==> config.mk <==
export PLATFORM = sky130hd
export DESIGN_NAME = hci_h4_packet_deframer
export DESIGN_NICKNAME = d
export VERILOG_FILES = /design/src/rtl/hhd_pkg.sv /design/src/rtl/hhd_front.sv /design/src/rtl/hhd_queue.sv /design/src/rtl/hhd_back.sv /design/src/rtl/hci_h4_packet_deframer.sv
export SDC_FILE = /design/constraint.sdc
export NUM_CORES = 1
export LEC_CHECK = 0
export ABC_CLOCK_PERIOD_IN_PS = 5800
export BUFFER_PORTS_ARGS = -buffer_cell sky130_fd_sc_hd__buf_2
export CORE_MARGIN = 2
export CORE_UTILIZATION = 55
export DETAILED_ROUTE_END_ITERATION = 10
export PLACE_DENSITY_LB_ADDON = 0.1
export SYNTH_ARGS = -nofsm -noshare
export SYNTH_HDL_FRONTEND = slang
export SYNTH_SLANG_ARGS = --single-unit
==> constraint.sdc <==
create_clock -name clk -period 5.8 [get_ports clk]
set_clock_uncertainty 0.2 [all_clocks]
set_input_delay 0.58 -clock clk [delete_from_list [all_inputs] [get_ports clk]]
set_output_delay 0.58 -clock clk [all_outputs]
set_load 0.01 [all_outputs]
==> src/rtl/hhd_pkg.sv <==
// Shared types and constants for the HCI H4 packet deframer.
package hhd_pkg;

    // Largest packet (type byte + header + payload) the downstream buffer takes, plus margin
    localparam int BufferBytes = 1024;
    // Longest type-specific header, and the most bytes pushed on one accepted byte
    localparam int HdrMax      = 4;
    // Chunk size limit on either endpoint
    localparam int ChunkMax    = 1024;
    localparam int ChunkReset  = 64;

    localparam logic [7:0] KIND_CMD = 8'h01;
    localparam logic [7:0] KIND_ACL = 8'h02;
    localparam logic [7:0] KIND_SCO = 8'h03;
    localparam logic [7:0] KIND_EVT = 8'h04;

    localparam logic [1:0] CFG_ENABLE    = 2'd0;
    localparam logic [1:0] CFG_CMD_CHUNK = 2'd1;
    localparam logic [1:0] CFG_ACL_CHUNK = 2'd2;

    typedef enum logic [1:0] {
        PH_TYPE    = 2'd0,
        PH_HEADER  = 2'd1,
        PH_PAYLOAD = 2'd2
    } phase_t;

    typedef struct packed {
        logic [7:0] data;
        logic       ep;
        logic       pkt_last;
    } entry_t;

    typedef struct packed {
        logic [2:0]              count;
        entry_t [HdrMax-1:0]     data;
    } push_t;

endpackage

==> src/rtl/hhd_front.sv <==
// Front end: accepts stream bytes, parses H4 headers and pushes forwarded bytes.
module hhd_front (
    input  logic           clk,
    input  logic           rst_n,
    input  logic           in_valid,
    input  logic [7:0]     in_byte,
    output logic           in_stall,
    input  logic           enable,
    input  logic           room,
    output hhd_pkg::push_t push
);

    localparam logic [17:0] DropLimit = 18'(hhd_pkg::BufferBytes - 4);

    hhd_pkg::phase_t phase_reg, phase_next;
    logic [2:0]      kind_reg, kind_next;
    logic [2:0]      hcount_reg, hcount_next;
    logic [15:0]     remaining_reg, remaining_next;
    logic [7:0]      store_reg [hhd_pkg::HdrMax];

    logic        accept;
    logic        work;
    logic [2:0]  hl;
    logic        fwd;
    logic        ep;
    logic [2:0]  hcount_inc;
    logic [15:0] len;
    logic [17:0] total;

    assign in_stall = !room;
    assign accept   = in_valid && room;
    assign work     = accept && enable;

    always_comb
    begin
        case (kind_reg)
            hhd_pkg::KIND_CMD[2:0]: hl = 3'd3;
            hhd_pkg::KIND_ACL[2:0]: hl = 3'd4;
            hhd_pkg::KIND_SCO[2:0]: hl = 3'd3;
            default:                hl = 3'd2;
        endcase
    end

    assign fwd        = (kind_reg == hhd_pkg::KIND_CMD[2:0]) ||
                        (kind_reg == hhd_pkg::KIND_ACL[2:0]);
    assign ep         = (kind_reg == hhd_pkg::KIND_ACL[2:0]);
    assign hcount_inc = hcount_reg + 3'd1;
    // len is used only when the current byte is the last header byte, so it closes the length field
    assign len        = ep ? {in_byte, store_reg[2]} : {8'd0, in_byte};
    assign total      = 18'(len) + 18'(hl) + 18'd1;

    always_comb
    begin
        phase_next     = phase_reg;
        kind_next      = kind_reg;
        hcount_next    = hcount_reg;
        remaining_next = remaining_reg;
        push           = '0;
        if (work)
        begin
            case (phase_reg)
                hhd_pkg::PH_HEADER:
                begin
                    hcount_next = hcount_inc;
                    if (hcount_inc >= hl)
                    begin
                        if (total > DropLimit)
                        begin
                            // drop the oversized packet's header; the bytes after it are parsed as type bytes
                            phase_next = hhd_pkg::PH_TYPE;
                        end
                        else
                        begin
                            if (fwd)
                            begin
                                push.count = hl;
                                for (int i = 0; i < hhd_pkg::HdrMax; i++)
                                begin
                                    push.data[i].data     = (3'(i) + 3'd1 == hl) ?
                                                            in_byte : store_reg[i];
                                    push.data[i].ep       = ep;
                                    push.data[i].pkt_last = (3'(i) + 3'd1 == hl) &&
                                                            (len == 16'd0);
                                end
                            end
                            remaining_next = len;
                            phase_next     = (len != 16'd0) ? hhd_pkg::PH_PAYLOAD :
                                                              hhd_pkg::PH_TYPE;
                        end
                    end
                end
                hhd_pkg::PH_PAYLOAD:
                begin
                    if (remaining_reg == 16'd0)
                    begin
                        phase_next = hhd_pkg::PH_TYPE;
                    end
                    else
                    begin
                        if (fwd)
                        begin
                            push.count            = 3'd1;
                            push.data[0].data     = in_byte;
                            push.data[0].ep       = ep;
                            push.data[0].pkt_last = (remaining_reg == 16'd1);
                        end
                        remaining_next = remaining_reg - 16'd1;
                        if (remaining_reg == 16'd1)
                        begin
                            phase_next = hhd_pkg::PH_TYPE;
                        end
                    end
                end
                default:
                begin
                    phase_next = hhd_pkg::PH_TYPE;
                    // unknown type bytes are skipped
                    if (in_byte inside {[hhd_pkg::KIND_CMD:hhd_pkg::KIND_EVT]})
                    begin
                        kind_next   = in_byte[2:0];
                        hcount_next = 3'd0;
                        phase_next  = hhd_pkg::PH_HEADER;
                    end
                end
            endcase
        end
    end

    always_ff @(posedge clk or negedge rst_n)
    begin
        if (!rst_n)
        begin
            phase_reg     <= hhd_pkg::PH_TYPE;
            kind_reg      <= 3'd0;
            hcount_reg    <= 3'd0;
            remaining_reg <= 16'd0;
        end
        else
        begin
            phase_reg     <= phase_next;
            kind_reg      <= kind_next;
            hcount_reg    <= hcount_next;
            remaining_reg <= remaining_next;
        end
    end

    always_ff @(posedge clk)
    begin
        if (work && (phase_reg == hhd_pkg::PH_HEADER))
        begin
            store_reg[hcount_reg[1:0]] <= in_byte;
        end
    end

    a_payload_nonzero: assert property (@(posedge clk) disable iff (!rst_n)
        (phase_reg == hhd_pkg::PH_PAYLOAD) |-> (remaining_reg != 16'd0))
        else $error("payload phase with nothing remaining");

    a_push_on_accept: assert property (@(posedge clk) disable iff (!rst_n)
        (push.count != 3'd0) |-> (work && fwd))
        else $error("push without an accepted byte of a forwarded packet");

endmodule

==> src/rtl/hhd_queue.sv <==
// Byte queue between parser and output stage: up to four writes, one read per cycle.
module hhd_queue (
    input  logic            clk,
    input  logic            rst_n,
    input  hhd_pkg::push_t  push,
    output logic            room,
    input  logic            pop,
    output hhd_pkg::entry_t head,
    output logic            not_empty
);

    localparam int QueueDepth = 8;
    localparam int PtrW       = $clog2(QueueDepth);
    localparam int CntW       = $clog2(QueueDepth + 1);

    hhd_pkg::entry_t mem_reg [QueueDepth];
    logic [PtrW-1:0] head_reg, head_next;
    logic [PtrW-1:0] tail_reg, tail_next;
    logic [CntW-1:0] count_reg, count_next;
    logic            do_pop;

    assign not_empty = (count_reg != '0);
    assign do_pop    = pop && not_empty;
    assign head      = mem_reg[head_reg];
    // keep room for a whole header burst
    assign room      = (count_reg <= CntW'(QueueDepth - hhd_pkg::HdrMax));

    always_comb
    begin
        head_next  = head_reg + PtrW'(do_pop);
        tail_next  = tail_reg + PtrW'(push.count);
        count_next = count_reg + CntW'(push.count) - CntW'(do_pop);
    end

    always_ff @(posedge clk or negedge rst_n)
    begin
        if (!rst_n)
        begin
            head_reg  <= '0;
            tail_reg  <= '0;
            count_reg <= '0;
        end
        else
        begin
            head_reg  <= head_next;
            tail_reg  <= tail_next;
            count_reg <= count_next;
        end
    end

    always_ff @(posedge clk)
    begin
        for (int i = 0; i < hhd_pkg::HdrMax; i++)
        begin
            if (3'(i) < push.count)
            begin
                mem_reg[PtrW'(tail_reg + PtrW'(i))] <= push.data[i];
            end
        end
    end

    a_count_bound: assert property (@(posedge clk) disable iff (!rst_n)
        count_reg <= CntW'(QueueDepth))
        else $error("queue count beyond depth");

    a_no_overflow: assert property (@(posedge clk) disable iff (!rst_n)
        (32'(count_reg) + 32'(push.count)) <= 32'(QueueDepth))
        else $error("queue overflow");

endmodule

==> src/rtl/hhd_back.sv <==
// Back end: drains the queue, marks chunk ends and holds the output register.
module hhd_back (
    input  logic            clk,
    input  logic            rst_n,
    input  hhd_pkg::entry_t head,
    input  logic            not_empty,
    output logic            pop,
    input  logic [10:0]     cmd_chunk,
    input  logic [10:0]     acl_chunk,
    output logic            out_valid,
    input  logic            out_stall,
    output logic [7:0]      out_byte,
    output logic            endpoint,
    output logic            chunk_last,
    output logic            packet_last
);

    localparam logic [10:0] ChunkMaxW = 11'(hhd_pkg::ChunkMax);

    logic        out_valid_reg, out_valid_next;
    logic [10:0] chunk_count_reg, chunk_count_next;
    logic [7:0]  out_byte_reg;
    logic        endpoint_reg;
    logic        chunk_last_reg;
    logic        packet_last_reg;

    logic        load;
    logic [10:0] size_raw;
    logic [10:0] size_eff;
    logic [10:0] cnt;
    logic        c_last;

    assign load     = not_empty && (!out_valid_reg || !out_stall);
    assign pop      = load;
    assign size_raw = head.ep ? acl_chunk : cmd_chunk;
    // clamp chunk size to 1..1024
    assign size_eff = (size_raw == 11'd0) ? 11'd1 :
                      (size_raw > ChunkMaxW) ? ChunkMaxW : size_raw;
    assign cnt      = chunk_count_reg + 11'd1;
    assign c_last   = head.pkt_last || (cnt >= size_eff);

    always_comb
    begin
        out_valid_next   = out_valid_reg && out_stall;
        chunk_count_next = chunk_count_reg;
        if (load)
        begin
            out_valid_next   = 1'b1;
            chunk_count_next = c_last ? 11'd0 : cnt;
        end
    end

    always_ff @(posedge clk or negedge rst_n)
    begin
        if (!rst_n)
        begin
            out_valid_reg   <= 1'b0;
            chunk_count_reg <= 11'd0;
        end
        else
        begin
            out_valid_reg   <= out_valid_next;
            chunk_count_reg <= chunk_count_next;
        end
    end

    always_ff @(posedge clk)
    begin
        if (load)
        begin
            out_byte_reg    <= head.data;
            endpoint_reg    <= head.ep;
            chunk_last_reg  <= c_last;
            packet_last_reg <= head.pkt_last;
        end
    end

    assign out_valid   = out_valid_reg;
    assign out_byte    = out_byte_reg;
    assign endpoint    = endpoint_reg;
    assign chunk_last  = chunk_last_reg;
    assign packet_last = packet_last_reg;

    a_pkt_closes_chunk: assert property (@(posedge clk) disable iff (!rst_n)
        (out_valid_reg && packet_last_reg) |-> chunk_last_reg)
        else $error("packet end without chunk end");

    a_chunk_count_bound: assert property (@(posedge clk) disable iff (!rst_n)
        chunk_count_reg < ChunkMaxW)
        else $error("chunk count reached chunk limit");

endmodule

==> src/rtl/hci_h4_packet_deframer.sv <==
// HCI H4 packet deframer: top level with configuration registers.
//
// Takes one H4 byte per cycle on in_byte while in_stall is low and forwards command and ACL
// packets, type byte removed, to endpoint 0 or 1, marking chunk and packet ends; SCO and
// event packets, unknown type bytes and oversized headers produce nothing. The sustained
// rate is one byte per cycle while out_stall is low. The byte that completes a forwarded
// header pushes the whole header (up to four bytes) into an eight-entry queue at once; the
// output register drains that queue one byte per cycle unless out_stall holds it, so
// in_stall rises whenever fewer than four queue slots are free, which happens only while
// out_stall holds results back. A pushed byte is held in the queue, then the output register.
// Configuration is written through cfg_write/cfg_index/cfg_data: index 0 enable, 1 command
// chunk size, 2 ACL chunk size; the block should be idle during writes.
module hci_h4_packet_deframer (
    input  logic        clk,
    input  logic        rst_n,
    input  logic        cfg_write,
    input  logic [1:0]  cfg_index,
    input  logic [10:0] cfg_data,
    input  logic        in_valid,
    output logic        in_stall,
    input  logic [7:0]  in_byte,
    output logic        out_valid,
    input  logic        out_stall,
    output logic [7:0]  out_byte,
    output logic        endpoint,
    output logic        chunk_last,
    output logic        packet_last
);

    logic        enable_reg;
    logic [10:0] cmd_chunk_reg;
    logic [10:0] acl_chunk_reg;

    hhd_pkg::push_t  push;
    hhd_pkg::entry_t head;
    logic            room;
    logic            pop;
    logic            not_empty;

    always_ff @(posedge clk or negedge rst_n)
    begin
        if (!rst_n)
        begin
            enable_reg    <= 1'b0;
            cmd_chunk_reg <= 11'(hhd_pkg::ChunkReset);
            acl_chunk_reg <= 11'(hhd_pkg::ChunkReset);
        end
        else if (cfg_write)
        begin
            case (cfg_index)
                hhd_pkg::CFG_ENABLE:    enable_reg    <= cfg_data[0];
                hhd_pkg::CFG_CMD_CHUNK: cmd_chunk_reg <= cfg_data;
                hhd_pkg::CFG_ACL_CHUNK: acl_chunk_reg <= cfg_data;
                default:                ;
            endcase
        end
    end

    hhd_front u_front (
        .clk      (clk),
        .rst_n    (rst_n),
        .in_valid (in_valid),
        .in_byte  (in_byte),
        .in_stall (in_stall),
        .enable   (enable_reg),
        .room     (room),
        .push     (push)
    );

    hhd_queue u_queue (
        .clk       (clk),
        .rst_n     (rst_n),
        .push      (push),
        .room      (room),
        .pop       (pop),
        .head      (head),
        .not_empty (not_empty)
    );

    hhd_back u_back (
        .clk         (clk),
        .rst_n       (rst_n),
        .head        (head),
        .not_empty   (not_empty),
        .pop         (pop),
        .cmd_chunk   (cmd_chunk_reg),
        .acl_chunk   (acl_chunk_reg),
        .out_valid   (out_valid),
        .out_stall   (out_stall),
        .out_byte    (out_byte),
        .endpoint    (endpoint),
        .chunk_last  (chunk_last),
        .packet_last (packet_last)
    );

endmodule
# After elaboration in Yosys (flattened, before gate mapping)

Memory sizes are Yosys's and may differ from the RTL's.
Cells that the tools add are included.
W data, S select, Z words.

Add/subtract/negate cells: 12
Order comparisons: 11
Eq/ne operators: 16
Muxes and demuxes: 45
Bitwise logic cells: 2
Reduce and logical (&&, ||, !) cells: 34

Operators by type and width:

| cell                    | count |
|---|---|
| $mux W43                | 4 |
| $mux W16                | 4 |
| $mux W11                | 4 |
| $logic_not A16 Y1       | 2 |
| $mux W8                 | 4 |
| $pmux W16 S2            | 1 |
| $mux W30                | 1 |
| $mux W10                | 2 |
| $pmux W10 S2            | 1 |
| $add A18 B1 Y18 const B | 1 |
| $gt A18 B10 Y1 const B  | 1 |
| $pmux W3 S2             | 3 |
| $add A16 B3 Y17         | 1 |
| $eq A16 B1 Y1 const B   | 1 |
| $reduce_bool A16 Y1     | 1 |
| $sub A16 B1 Y16 const B | 1 |
| $mux W1                 | 13 |
| $add A11 B1 Y11 const B | 1 |
| $ge A11 B11 Y1          | 1 |
| $gt A11 B11 Y1 const B  | 1 |
| $logic_and A1 B1 Y1     | 11 |
| $logic_not A11 Y1       | 1 |
| $mux W2                 | 5 |
| $reduce_and A3 Y1       | 3 |
| 33 further kinds        | 52 |

Flip-flop bits (word level): 80
Bits in writable memories: 112
Bits of input ports: 26
Output and inout bits: 13
Word-level logic and storage cells: 138
Memories: 2

Memories:

| name              | depth | width | rd ports | clocked after Yosys merged registers in | wr ports | RTL line        | RTL |
|---|---|---|---|---|---|---|---|
| u_queue.mem_reg   | 8     | 10    | 1        | 0                                       | 4        | hhd_queue.sv:16 | `hhd_pkg::entry_t mem_reg [QueueDepth];` |
| u_front.store_reg | 4     | 8     | 4        | 0                                       | 1        | hhd_front.sv:19 | `logic [7:0] store_reg [hhd_pkg::HdrMax];` |

# Logic depth before layout (Yosys ltp)

Word-level depth: 13
Gate-level depth with buffers: 25
Mapped depth without buffers: 19

# By module

From an unflattened synthesis, not the netlist that was laid out.

Cells, all modules: 1180
Area total of the unflattened synthesis: 12276.8 um2

Modules (own cells, without submodules):

| module                 | instances | cells each | area each (um2) | seq. area each (um2) |
|---|---|---|---|---|
| hhd_queue              | 1         | 566        | 6058.3          | 2652.5 |
| hhd_front              | 1         | 409        | 3769.9          | 1561.5 |
| hhd_back               | 1         | 154        | 1491.4          | 630.6 |
| hci_h4_packet_deframer | 1         | 51         | 957.2           | 578.1 |

# Least setup slack after synthesis

Ideal clock, no wire load.

Path type: reg2reg
Start: reg u_front.kind_reg[0]
End: mem u_queue.mem_reg[6][0] (netlist name), enable pin
Library setup time: 0.391 ns
Arrival: 4.108 ns
Path slack: 1.101 ns
Cell stages (with the launch flop): 20
Clock period less this slack: 4.699 ns
Path through: dfrtp_1 buf_2 nor3b_4 inv_2 clkbuf_1 mux2i_1 inv_1 ha_1 inv_1 fa_1 nor2b_1 nor2_1 o41ai_1 and4_1 buf_6 inv_6 buf_12 nand2_1 o21ai_1 o21ai_0

RTL lines:

| item                     | RTL line         | RTL |
|---|---|---|
| start: declaration       | hhd_front.sv:16  | `logic [2:0] kind_reg, kind_next;` |
| start signal: assignment | hhd_front.sv:141 | `kind_reg <= kind_next;` |
| end: declaration         | hhd_queue.sv:16  |  |

==> metrics.txt <==
Final Power=approximately 3600 uW; first-pass GRT wire length=about 52000 um; CTS Sinks=187; initial core utilization=55.9%; cts repair resizes=0; ranking of synthesized cells by area=edfxtp_1 (30%), dfrtp_1 (14%), mux2_2 (5.0%); ANT cells=0; layout filler cell count=1799; number of remaining DRC errors=0; Worst-Skew Late Latency=0.44 ns; Overflow after GRT=0; Final Critical Period=slightly above 5 ns; Worst R2R Setup Slack=0.73 ns; worst r2r src=u_front.kind_reg[2]; Top Usage Layer GRT=met2; grt met3 use=between 6 and 7%; initial antenna violation count=0; flops & latches, synth=about 190; asr flop ratio synth=approximately 37%; core area=between 20000 and 25000 sq um; met1 track demand over resource=about 43%; TritonCTS clock tree=yes; Tot GR Track Use=between 30% and 40%; net count after synthesis=around 1200; setup bufs post-CTS=0; number of synthesized flops with an enable pin=approximately 120; final setup fails=0; layout cells sized above 1=between 10% and 20%; clock buffer depth=2; Max Slew Vio Count=0; CTS Buf Count=17; R2R cell count=16; Finished Layout Cells=approximately 1400; synthesis-to-finish area growth=8.79%; Post-Syn Area=11700 sq um; placed insts=~1400; Final Hold Fails=0; CTS Hold Buffers Added=0; Worst Tran Pin Value=0.902 ns; RSZ-0062 raised after global routing=false; Slew headroom=39.9%; FMAX=0.197 GHz; Worst Hold Class=in -> async; Root Driver=clkbuf_16; most frequent cell after synthesis=edfxtp_1; GRT met2 Usage=48.2%; status=complete, no violations; FP Rows=53; Detailed Route Iter0 Violations=about 1400; crit path to=u_queue.mem_reg[5][6]; Startpoint Class=flop; CP arrival=around 5.0 ns; max FFs per register=80; Synth warnings=0; height of the chip=around 150 um; final hold slack=between 0.04 and 0.05 ns; FF-to-FF End=u_queue.mem_reg[5][6]; CP Max Fanout=32; DP HPWL=about 25000 um; largest net degree at the start of global routing=70; synth cell count leaders=edfxtp_1 (118), nand2_1 (110), nor2_1 (92), dfrtp_1 (67), a21oi_1 (62); Routed WL=roughly 34000 um; final worst path period share=roughly 87%; Pre-Repair DR Iteration Count=6; CTS clk-pin slew, worst paths=0.07 ns; total negative slack=0 ns; Yosys top cell area share=between 30 and 40%; vias in the first global route=between 8000 and 9000; gpl congestion=around 1; ys flop type=edfxtp_1; Synth cell types=between 80 and 90; average wire per standard cell=around 24 um; Seq/Total Area, Yosys=a little under half; average cell area after synthesis=around 10 sq um; Setup CP Type=reg -> reg; IO Port Bufs=38; cell count after synthesis=approximately 1100; ANT nets after route=0; Layout Nets=1209; die area=roughly 22000 sq um; Die Width=around 150 um; CP startpoint=u_front.kind_reg[2]; WP data required=about 5.7 ns; Max rail drop VDD=~190 uV; Setup crit end kind=flop; # IOs=39; biggest area consumer among synthesized cells=edfxtp_1; # Max-Cap Violations=0; LEAKAGE=about 0.0052 uW; DR vias/cell=6.51; CTS H-tree depth=4; Vias=~9300; Power Dens Cells=281 nW/um^2
==> per-stage QoR <==
stage          utilization, %  instance area [sq um]  setup slack [ns]
3_5_place_dp             57.9                  12100             0.788
5_1_grt                  60.8                  12700             0.364
6_report                 60.8                  12700             0.728
2_1_floorplan               -                  11700              1.10
3_3_place_gp             57.9                  12100             0.936
4_1_cts                  60.8                  12700             0.784
==> cell usage in the layout, fill, tap and decap left out, types with 37 or more instances in the layout <==
master    netlist  final
nand3_1        43     43
buf_2          16     37
o22ai_1        41     41
nor2_1         92     92
ha_1           37     37
nand2_1       110    110
mux2_2         52     52
o21ai_0        58     58
a21oi_1        62     62
edfxtp_1      118    118
dfrtp_1        67     67
mux2i_1        40     40
==> critical path, stage by stage, from the launching register on <==
cell       delay, ns
dfrtp_1         0.46
nand2b_1        0.36
clkinv_1        0.38
ha_1            0.33
inv_1           0.07
fa_1            0.21
nor2b_1         0.07
nor2_1          0.26
a21oi_1         0.10
a2111oi_2       0.38
nand3_2         0.16
and4_1          0.24
inv_6           0.30
nand2_2         0.19
nand2b_1        0.26
nand2_1         0.18
or3_1           0.60
==> logic make-up (layout without fill, tap and decap cells) <==
| logic type | count (synthesis) | count (layout) | share of synthesized area [%] |
|---|---|---|---|
| adder cells (fa/ha/maj) | 40 | 40 | 4.47 |
| XOR/XNOR | 27 | 27 | 2.02 |
| buffers and inverters | 94 | 129 | 3.65 |
| AO/OA/AOI/OAI | 280 | 280 | 16.7 |
| AND/OR/NAND/NOR | 380 | 380 | 15.8 |
| multiplexers | 113 | 113 | 12.4 |
| flip-flops | 187 | 187 | 45.0 |
==> per-layer routing <==
| metal | share of wire (%) | up-vias |
|---|---|---|
| li1 | - | 4267 |
| met1 | 42 | 4524 |
| met2 | 46 | 438 |
| met3 | 8.8 | 82 |
| met4 | 3.6 | 0 |
| met5 | 0 | - |
==> final cells by class <==
cell class	count	area, sq um	share of cell area [%]
multi-input combinational	840	6010	47.2
sequential	187	5270	41.4
clock buffer	23	513	4.03
timing repair buffer	62	373	2.93
tap	275	344	2.70
inverter	35	136	1.07
clock inverter	9	91.3	0.717
==> power by group <==
part           switching [uW]  internal (uW)  leakage (uW)
logic                     405            324       0.00271
registers                 119           1520       0.00214
clock network             532            676      0.000305
total                    1060           2520       0.00516
==> how the worst min path moves through the flow <==
| stage | from | endpoint |
|---|---|---|
| 2_1_floorplan | rst_n | acl_chunk_reg[0] |
| 3_3_place_gp | u_back.chunk_count_reg[10] | u_back.chunk_count_reg[10] |
| 3_5_place_dp | u_back.chunk_count_reg[10] | u_back.chunk_count_reg[10] |
| 4_1_cts | rst_n | u_front.remaining_reg[3] |
| 5_1_grt | rst_n | u_front.remaining_reg[6] |
| 6_report | rst_n | u_front.remaining_reg[3] |
(Power assumes the default switching activity.)
